--- config.mk ---
export PLATFORM = sky130hd
export DESIGN_NAME = nfc_frame_deframer_flat
export DESIGN_NICKNAME = d
export VERILOG_FILES = /design/src/rtl/nfd_pkg.sv /design/src/rtl/nfd_if.sv /design/src/rtl/nfd_parse.sv /design/src/rtl/nfd_out_buf.sv /design/src/rtl/nfc_frame_deframer.sv /design/src/flat_wrapper.sv
export VERILOG_INCLUDE_DIRS = /design/src /design/src/rtl
export SDC_FILE = /design/constraint.sdc
export NUM_CORES = 1
export LEC_CHECK = 0
export BUFFER_PORTS_ARGS = -buffer_cell sky130_fd_sc_hd__buf_2
export CORE_MARGIN = 2
export CORE_UTILIZATION = 55
export DETAILED_ROUTE_END_ITERATION = 8
export GPL_ROUTABILITY_DRIVEN = 0
export PLACE_DENSITY = 0.79
export SYNTH_ARGS = -nofsm -noshare
export SYNTH_HDL_FRONTEND = slang
export SYNTH_SLANG_ARGS = --single-unit
--- constraint.sdc ---
create_clock -name i_clk -period 6.5 [get_ports i_clk]
set_input_delay 0.325 -clock i_clk [delete_from_list [all_inputs] [get_ports i_clk]]
set_output_delay 0.325 -clock i_clk [all_outputs]
set_load 0.05 [all_outputs]
--- src/rtl/nfc_frame_deframer_defines.svh ---
// Assertion macros shared by the deframer RTL.
// Included by files that carry concurrent checks; needs no other file.
`ifndef NFC_FRAME_DEFRAMER_DEFINES_SVH
`define NFC_FRAME_DEFRAMER_DEFINES_SVH

// Same-cycle implication, disabled while reset is asserted.
`define NFD_ASSERT_IMP(lbl, clk, rst_n, ante, cons) \
    lbl: assert property (@(posedge clk) disable iff (!(rst_n)) (ante) |-> (cons)) \
        else $error("nfd same-cycle check failed");

// Next-cycle implication, disabled while reset is asserted.
`define NFD_ASSERT_NXT(lbl, clk, rst_n, ante, cons) \
    lbl: assert property (@(posedge clk) disable iff (!(rst_n)) (ante) |=> (cons)) \
        else $error("nfd next-cycle check failed");

`endif

--- src/rtl/nfd_pkg.sv ---
// Shared types and constants for the frame deframer.
// No dependencies; used by the parser, the output buffer and the top level.
`timescale 1ns / 1ps
package nfd_pkg;

    localparam logic [7:0] MAX_PAYLOAD_RST = 8'd57;
    localparam logic [7:0] BYTE_ZERO       = 8'h00;
    localparam logic [7:0] BYTE_START      = 8'hFF;

    typedef enum logic {
        KIND_PAYLOAD = 1'b0,
        KIND_STATUS  = 1'b1
    } t_kind;

    typedef enum logic [2:0] {
        ST_OK      = 3'd0,
        ST_START   = 3'd1,
        ST_LENCHK  = 3'd2,
        ST_DATACHK = 3'd3,
        ST_TOOBIG  = 3'd4
    } t_status;

    typedef struct packed {
        t_kind       kind;
        logic [7:0]  payload_byte;
        logic [7:0]  payload_index;
        t_status     status;
    } t_result;

    // Result handed from the parser to the output buffer.
    typedef struct packed {
        logic    valid;
        t_result res;
    } t_result_push;

endpackage

--- src/rtl/nfd_if.sv ---
// Valid/ready channel interfaces for received bytes and for results.
// Depends on nothing but the plain handshake signals.
`timescale 1ns / 1ps
interface nfd_in_if;
    logic       valid;
    logic       ready;
    logic       frame_start;
    logic [7:0] rx_byte;

    modport source (output valid, output frame_start, output rx_byte, input ready);
    modport sink   (input valid, input frame_start, input rx_byte, output ready);
endinterface

interface nfd_out_if;
    logic       valid;
    logic       ready;
    logic       result_kind;
    logic [7:0] payload_byte;
    logic [7:0] payload_index;
    logic [2:0] status;

    modport source (output valid, output result_kind, output payload_byte,
                    output payload_index, output status, input ready);
    modport sink   (input valid, input result_kind, input payload_byte,
                    input payload_index, input status, output ready);
endinterface

--- src/rtl/nfd_parse.sv ---
// Frame parser: header, length and data checksum checks, payload emission.
// Depends on nfd_pkg and nfc_frame_deframer_defines.svh.
`timescale 1ns / 1ps
`include "nfc_frame_deframer_defines.svh"
module nfd_parse
    import nfd_pkg::*;
(
    input  logic         i_clk,
    input  logic         i_rst_n,
    input  logic         i_accept,
    input  logic         i_frame_start,
    input  logic [7:0]   i_rx_byte,
    input  logic         i_cfg_we,
    input  logic [7:0]   i_cfg_data,
    output t_result_push o_push
);

    typedef enum logic [2:0] {
        S_IDLE,
        S_HEAD,
        S_LEN,
        S_LCS,
        S_DATA,
        S_DCS
    } t_phase;

    t_phase     r_phase, n_phase, w_phase;
    logic [7:0] r_pos, n_pos, w_pos;
    logic [7:0] r_len, n_len, w_len;
    logic [7:0] r_sum, n_sum, w_sum;
    logic [7:0] r_cnt, n_cnt, w_cnt;
    logic       r_ovf, n_ovf, w_ovf;
    logic [7:0] r_max_payload;
    logic [7:0] w_pos_inc;
    logic [7:0] w_chk;
    t_result_push w_push;

    // A frame start restarts the parser before this byte is examined.
    always_comb begin
        w_phase = i_frame_start ? S_HEAD : r_phase;
        w_pos   = i_frame_start ? 8'd0 : r_pos;
        w_len   = i_frame_start ? 8'd0 : r_len;
        w_sum   = i_frame_start ? 8'd0 : r_sum;
        w_cnt   = i_frame_start ? 8'd0 : r_cnt;
        w_ovf   = i_frame_start ? 1'b0 : r_ovf;
    end

    assign w_pos_inc = w_pos + 8'd1;

    always_comb begin
        n_phase = w_phase;
        n_pos   = w_pos;
        n_len   = w_len;
        n_sum   = w_sum;
        n_cnt   = w_cnt;
        n_ovf   = w_ovf;
        w_chk   = 8'd0;
        w_push.valid             = 1'b0;
        w_push.res.kind          = KIND_STATUS;
        w_push.res.payload_byte  = 8'd0;
        w_push.res.payload_index = w_cnt;
        w_push.res.status        = ST_OK;
        unique case (w_phase)
            S_HEAD: begin
                if (i_rx_byte != ((w_pos == 8'd2) ? BYTE_START : BYTE_ZERO)) begin
                    w_push.valid      = 1'b1;
                    w_push.res.status = ST_START;
                    n_phase           = S_IDLE;
                end else begin
                    n_pos = w_pos_inc;
                    if (w_pos == 8'd2) begin
                        n_phase = S_LEN;
                    end
                end
            end
            S_LEN: begin
                n_len   = i_rx_byte;
                n_phase = S_LCS;
            end
            S_LCS: begin
                w_chk = w_len + i_rx_byte;
                if (w_chk != 8'd0 || w_len == 8'd0) begin
                    w_push.valid      = 1'b1;
                    w_push.res.status = ST_LENCHK;
                    n_phase           = S_IDLE;
                end else begin
                    n_pos   = 8'd0;
                    n_sum   = 8'd0;
                    n_phase = S_DATA;
                end
            end
            S_DATA: begin
                n_sum = w_sum + i_rx_byte;
                // The first data byte is the direction byte and is not payload.
                if (w_pos != 8'd0) begin
                    if (w_cnt < r_max_payload) begin
                        w_push.valid            = 1'b1;
                        w_push.res.kind         = KIND_PAYLOAD;
                        w_push.res.payload_byte = i_rx_byte;
                        n_cnt                   = w_cnt + 8'd1;
                    end else begin
                        n_ovf = 1'b1;
                    end
                end
                n_pos = w_pos_inc;
                if (w_pos_inc >= w_len) begin
                    n_phase = S_DCS;
                end
            end
            S_DCS: begin
                w_chk        = w_sum + i_rx_byte;
                w_push.valid = 1'b1;
                n_phase      = S_IDLE;
                if (w_chk != 8'd0) begin
                    w_push.res.status = ST_DATACHK;
                end else if (w_ovf) begin
                    w_push.res.status = ST_TOOBIG;
                end else begin
                    w_push.res.status = ST_OK;
                end
            end
            default: begin
                n_phase = S_IDLE;
            end
        endcase
    end

    assign o_push.valid = w_push.valid & i_accept;
    assign o_push.res   = w_push.res;

    always_ff @(posedge i_clk) begin
        if (!i_rst_n) begin
            r_phase       <= S_IDLE;
            r_pos         <= 8'd0;
            r_len         <= 8'd0;
            r_sum         <= 8'd0;
            r_cnt         <= 8'd0;
            r_ovf         <= 1'b0;
            r_max_payload <= MAX_PAYLOAD_RST;
        end else begin
            if (i_accept) begin
                r_phase <= n_phase;
                r_pos   <= n_pos;
                r_len   <= n_len;
                r_sum   <= n_sum;
                r_cnt   <= n_cnt;
                r_ovf   <= n_ovf;
            end
            if (i_cfg_we) begin
                r_max_payload <= i_cfg_data;
            end
        end
    end

    `NFD_ASSERT_NXT(a_payload_counts, i_clk, i_rst_n,
        o_push.valid && o_push.res.kind == KIND_PAYLOAD, r_cnt == $past(w_cnt) + 8'd1)
    `NFD_ASSERT_NXT(a_status_ends_frame, i_clk, i_rst_n,
        o_push.valid && o_push.res.kind == KIND_STATUS, r_phase == S_IDLE)
    `NFD_ASSERT_NXT(a_idle_ignores, i_clk, i_rst_n,
        i_accept && !i_frame_start && r_phase == S_IDLE, r_phase == S_IDLE)

endmodule

--- src/rtl/nfd_out_buf.sv ---
// Output register with one skid entry for the result channel.
// Depends on nfd_pkg, nfd_if and nfc_frame_deframer_defines.svh.
`timescale 1ns / 1ps
`include "nfc_frame_deframer_defines.svh"
module nfd_out_buf
    import nfd_pkg::*;
(
    input  logic         i_clk,
    input  logic         i_rst_n,
    input  t_result_push i_push,
    output logic         o_ready,
    nfd_out_if.source    o_out_ch
);

    logic    r_out_valid;
    logic    r_skid_valid;
    t_result r_out;
    t_result r_skid;
    logic    w_out_fire;

    assign w_out_fire = r_out_valid & o_out_ch.ready;
    // The skid entry is empty whenever a push may arrive.
    assign o_ready    = ~r_skid_valid;

    always_ff @(posedge i_clk) begin
        if (!i_rst_n) begin
            r_out_valid  <= 1'b0;
            r_skid_valid <= 1'b0;
        end else if (r_skid_valid) begin
            if (w_out_fire) begin
                r_out        <= r_skid;
                r_skid_valid <= 1'b0;
            end
        end else if (i_push.valid) begin
            if (!r_out_valid || w_out_fire) begin
                r_out       <= i_push.res;
                r_out_valid <= 1'b1;
            end else begin
                r_skid       <= i_push.res;
                r_skid_valid <= 1'b1;
            end
        end else if (w_out_fire) begin
            r_out_valid <= 1'b0;
        end
    end

    assign o_out_ch.valid         = r_out_valid;
    assign o_out_ch.result_kind   = r_out.kind;
    assign o_out_ch.payload_byte  = r_out.payload_byte;
    assign o_out_ch.payload_index = r_out.payload_index;
    assign o_out_ch.status        = r_out.status;

    `NFD_ASSERT_IMP(a_skid_behind_out, i_clk, i_rst_n, r_skid_valid, r_out_valid)
    `NFD_ASSERT_NXT(a_skid_moves_up, i_clk, i_rst_n,
        r_skid_valid && w_out_fire, r_out_valid && r_out == $past(r_skid))
    `NFD_ASSERT_NXT(a_stall_fills_skid, i_clk, i_rst_n,
        i_push.valid && r_out_valid && !o_out_ch.ready, r_skid_valid)

endmodule

--- src/rtl/nfc_frame_deframer.sv ---
// A result is registered in the output buffer before it is offered on the output channel.
// Throughput: one received byte per cycle while input ready is high, with at most one result per byte.
// Input ready falls only while two results wait: one on the output, one in the skid entry.
// Reset is synchronous and active low; it clears the parser and restores max_payload to 57.
// Configuration writes are taken at any cycle, but are meant for an idle block.
`timescale 1ns / 1ps
module nfc_frame_deframer
    import nfd_pkg::*;
(
    input  logic       i_clk,
    input  logic       i_rst_n,
    nfd_in_if.sink     i_in_ch,
    nfd_out_if.source  o_out_ch,
    input  logic       i_cfg_we,
    input  logic [7:0] i_cfg_data
);

    // The parser advances exactly once per input transfer. Its result, if any,
    // is pushed into the output buffer in the same cycle, so only the result register,
    // or the skid entry when the output stalls, lies between input and output.
    t_result_push w_push;
    logic         w_buf_ready;
    logic         w_accept;

    assign i_in_ch.ready = w_buf_ready;
    assign w_accept      = i_in_ch.valid & w_buf_ready;

    nfd_parse u_parse (
        .i_clk         (i_clk),
        .i_rst_n       (i_rst_n),
        .i_accept      (w_accept),
        .i_frame_start (i_in_ch.frame_start),
        .i_rx_byte     (i_in_ch.rx_byte),
        .i_cfg_we      (i_cfg_we),
        .i_cfg_data    (i_cfg_data),
        .o_push        (w_push)
    );

    // The output register decouples the sink: a stalled result moves into the
    // skid entry, and input transfers continue until that entry is occupied.
    nfd_out_buf u_out_buf (
        .i_clk    (i_clk),
        .i_rst_n  (i_rst_n),
        .i_push   (w_push),
        .o_ready  (w_buf_ready),
        .o_out_ch (o_out_ch)
    );

endmodule
--- src/flat_wrapper.sv ---
// flat-port wrapper written by rule: the top's interface ports become plain ports
module nfc_frame_deframer_flat import nfd_pkg::*;
  (i_clk, i_rst_n, i_cfg_we, i_cfg_data, i_in_ch_valid, i_in_ch_frame_start, i_in_ch_rx_byte, i_in_ch_ready, o_out_ch_valid, o_out_ch_result_kind, o_out_ch_payload_byte, o_out_ch_payload_index, o_out_ch_status, o_out_ch_ready);
  nfd_in_if i_in_ch_i ();
  nfd_out_if o_out_ch_i ();
  input  logic i_clk;
  input  logic i_rst_n;
  input  logic i_cfg_we;
  input  logic [7:0] i_cfg_data;
  input wire logic [$bits(i_in_ch_i.valid)-1:0] i_in_ch_valid;
  input wire logic [$bits(i_in_ch_i.frame_start)-1:0] i_in_ch_frame_start;
  input wire logic [$bits(i_in_ch_i.rx_byte)-1:0] i_in_ch_rx_byte;
  output wire logic [$bits(i_in_ch_i.ready)-1:0] i_in_ch_ready;
  output wire logic [$bits(o_out_ch_i.valid)-1:0] o_out_ch_valid;
  output wire logic [$bits(o_out_ch_i.result_kind)-1:0] o_out_ch_result_kind;
  output wire logic [$bits(o_out_ch_i.payload_byte)-1:0] o_out_ch_payload_byte;
  output wire logic [$bits(o_out_ch_i.payload_index)-1:0] o_out_ch_payload_index;
  output wire logic [$bits(o_out_ch_i.status)-1:0] o_out_ch_status;
  input wire logic [$bits(o_out_ch_i.ready)-1:0] o_out_ch_ready;
  assign i_in_ch_i.valid = i_in_ch_valid;
  assign i_in_ch_i.frame_start = i_in_ch_frame_start;
  assign i_in_ch_i.rx_byte = i_in_ch_rx_byte;
  assign i_in_ch_ready = i_in_ch_i.ready;
  assign o_out_ch_valid = o_out_ch_i.valid;
  assign o_out_ch_result_kind = o_out_ch_i.result_kind;
  assign o_out_ch_payload_byte = o_out_ch_i.payload_byte;
  assign o_out_ch_payload_index = o_out_ch_i.payload_index;
  assign o_out_ch_status = o_out_ch_i.status;
  assign o_out_ch_i.ready = o_out_ch_ready;
  nfc_frame_deframer u_core (.i_clk(i_clk), .i_rst_n(i_rst_n), .i_in_ch(i_in_ch_i), .o_out_ch(o_out_ch_i), .i_cfg_we(i_cfg_we), .i_cfg_data(i_cfg_data));
endmodule
==> out/summary.txt <==
Critical R2R Capture = u_core.u_out_buf.r_skid[11]$_DFFE_PP_
Largest net degree at the start of global routing = 33
Critical Path Source Type = flop
Relative slew slack = 0.307
DRT antenna net count = 0
Die Span X = 99.1 um
Worst r2r path cells = 10
Hold Path Class = primary input to flop
DR WL/cell = 16.1 um
Initial antenna violation count = 0
CP Capture Point = u_core.u_out_buf.r_skid[11]$_DFFE_PP_
Share of the yosys chip area belonging to registers = 0.427
# Max-Cap Violations = 0
Yosys top cell by area = edfxtp_1
Syn_nets = 568
Via density = 6.00
Synth top area cells = edfxtp_1 (24%), dfxtp_1 (19%), ha_1 (7.5%)
Crit path buf inv count = 1
I/O pins = 44
PD cells = 187 mW/mm^2
HPWL after detailed placement = 7.79 mm
# clock sinks = 86
Yosys warns = 0
Status = finished clean
Final setup fails = 0
Crit. End Element = flop
Top delay family on crit path = simple AND/OR/NAND/NOR gates
Area taken by multi-input logic gates = 0.00265 mm^2
GRT Resource Usage Total = 0.227
Reg clk slew, reported paths = 0.08 ns
Storage cell area = 0.00212 mm^2
Critical Path RT = 6.54 ns
Final std cells w/o fill = 661
Htree depth = 3
Simple-Gate Fraction of Synth Area = 0.191
Compound-Gate Fraction of Synth Area = 0.165
Die area = 0.00982 mm^2
Post-route DRC = 0
Ys flop type = dfxtp_1
Clk_lat worst skew = 0.35 ns
Initial DRC Count = 410
Synth Register Bits = 86
Pre-Repair DR Iteration Count = 5
DP Area = 0.00524 mm^2
Slew @ Worst Pin = 1.04 ns
Top cell type's share of synthesized area = 0.241
Row cnt = 34
Area share of fa/ha/maj cells after synthesis = 0.0815
Avg Inst Size Synth = 9.66 um^2
Crit-path cells = nor2b_1 -> ha_1 -> a21oi_1 -> nand2_1 -> o211a_1 -> o21a_1 -> nor3_1 -> o31ai_1 -> nor2_1 -> buf_4
Initial core utilization = 0.568
Via count = 3968
FF-to-FF Start = u_core.u_parse.r_cnt[5]$_SDFFE_PN0P_
Peak supply drop = 0.0891 mV
Final Hold Fails = 0
First-pass GRT wire length = 18.1 mm
Final total power = 1010 uW
TritonCTS clock tree = yes
Post-synth EDFFs = 40
Largest family of logic cells by synthesized area = simple AND/OR/NAND/NOR gates
Crit path from = u_core.u_parse.r_cnt[5]$_SDFFE_PN0P_
Final min period = 4.00 ns
Vias in the first global route = 3751
Final Max Slew Viols = 0
Post-CTS setup buffer count = 0
Hold Buf Count CTS = 0
Final Instance Area = 0.00542 mm^2
Antenna Cells = 0
CP max stage delay = 0.79 ns
WP data arrival = 4.05 ns
Placed Cells incl. Taps = 645
Slowest stage cell on the critical path = nor3_1
Leak = 0.00216 uW
Skew final = 0.0121 ns
Total CTS buffers = 9
Unique masters post-synth = 65
Resized cells post-CTS = 0
Mapped Cells = 515
Peak Freq = 0.250 GHz
Global route overflow = 0
Fill cell count = 737
R2r setup slk = 2.50 ns
Kind of critical path = flop to flop
XOR/XNOR Fraction of Synth Area = 0.0405
Final period utilization = 0.615
Detailed Route WL = 10.6 mm
Crit path max fanout = 12
Max Root-Sink Buffers = 2
Area growth, synth to finish = 8.85%
RSZ-0062 raised after global routing = no
Mux cell area share after synthesis = 0.0548
Post-Syn Area = 0.00497 mm^2
Ratio of cells with drive above 1 in the final layout = 0.157
Core Box Area = 0.00876 mm^2
IO buf count = 43
Async set-reset flop share out of synthesis = 0
Fin nets = 601
WP depth = 10
Die Ht = 99.1 um
Root buffer cell = clkbuf_8
Final setup TNS = 0 ns
-- through the flow --
step | hold slack [ns] | utilization | setup WS [ns]
finish | 0.195 | 0.618 | 2.50
detailed placement | 0.443 | 0.598 | 2.16
global route | 0.199 | 0.618 | 2.05
floorplan | 0.425 | - | 1.83
CTS | 0.187 | 0.618 | 2.46
global placement | 0.438 | 0.598 | 2.39
-- flip-flops by register name (all words and copies together), names as in the netlist --
register / cells
u_core.u_parse.r_phase: 3
u_core.u_parse.r_cnt: 8
u_core.u_out_buf.r_skid: 20
u_core.u_out_buf.r_skid_valid: 1
u_core.u_parse.r_ovf: 1
u_core.u_out_buf.o_out_ch.result_kind: 1
u_core.u_out_buf.o_out_ch.payload_byte: 8
u_core.u_parse.r_max_payload: 8
u_core.u_out_buf.o_out_ch.status: 3
u_core.u_parse.r_pos: 8
u_core.u_parse.r_len: 8
u_core.u_out_buf.o_out_ch.payload_index: 8
u_core.u_parse.r_sum: 8
u_core.u_out_buf.o_out_ch.valid: 1
-- cell usage after synthesis, types with 12 or more instances --
library cell / number
xor2_1: 12
inv_1: 24
nor2b_1: 23
edfxtp_1: 40
nand2_1: 39
clkbuf_1: 19
o21ai_0: 15
nor2_1: 43
nand2b_1: 15
nand3_1: 20
ha_1: 30
mux2_2: 16
dfxtp_1: 46
a21oi_1: 26
-- worst min-delay path: cells and delay by family --
kind	cells	cell delay [ns]
buffers and inverters	1	0.07
AO/OA/AOI/OAI	1	0.06
AND/OR/NAND/NOR	1	0.04
-- power by group --
part           switching (uW)  internal, uW  total [uW]
clock                     190           139         329
sequential               7.06           572         579
combinational            69.6          33.1         103
total                     267           744        1010
-- routing by layer --
layer	up-vias	global-route usage	share of wire
li1	1948	-	-
met1	1864	0.316	0.49
met2	142	0.370	0.46
met3	14	0.0436	0.049
met4	0	0.0548	0.0057
met5	-	0	0
-- layout make-up --
cell class                 instances  area share
multi-input combinational        380       0.490
clock inverter                     7     0.00901
timing repair buffer              46      0.0439
clock buffer                       9      0.0229
inverter                          25      0.0173
tap                              108      0.0250
sequential                        86       0.392
-- placed cells by master, fill, tap and decap left out, drive strengths merged, types with 20 or more instances in the layout --
cell type / instances
dfxtp: 46
buf: 46
nor2: 43
edfxtp: 40
nand2: 40
ha: 30
a21oi: 26
inv: 25
nor2b: 23
nand3: 20
-- worst min path at each step --
stage	from	to	slack, ns	cells after the start
final	i_cfg_data[5]	u_core.u_parse.r_max_payload[5]$_SDFFE_PN1P_	0.20	3
after global routing	i_cfg_data[0]	u_core.u_parse.r_max_payload[0]$_SDFFE_PN1P_	0.20	3
after CTS	i_cfg_data[5]	u_core.u_parse.r_max_payload[5]$_SDFFE_PN1P_	0.19	3
after detailed placement	u_core.u_parse.r_sum[7]$_SDFFE_PN0P_	u_core.u_parse.r_sum[7]$_SDFFE_PN0P_	0.44	1
after global placement	u_core.u_parse.r_sum[7]$_SDFFE_PN0P_	u_core.u_parse.r_sum[7]$_SDFFE_PN0P_	0.44	1
after floorplan	u_core.u_parse.r_sum[6]$_SDFFE_PN0P_	u_core.u_parse.r_sum[6]$_SDFFE_PN0P_	0.42	1
-- logic make-up after synthesis --
family | count (synthesis)
DFF | 86
and+or+nand+nor | 186
xor gates and xnor gates | 23
AOI/OAI and AO/OA | 115
muxes | 24
adders and majority gates | 32
buffers and inverters | 49
Note: power is estimated with default switching activity, not from simulation.
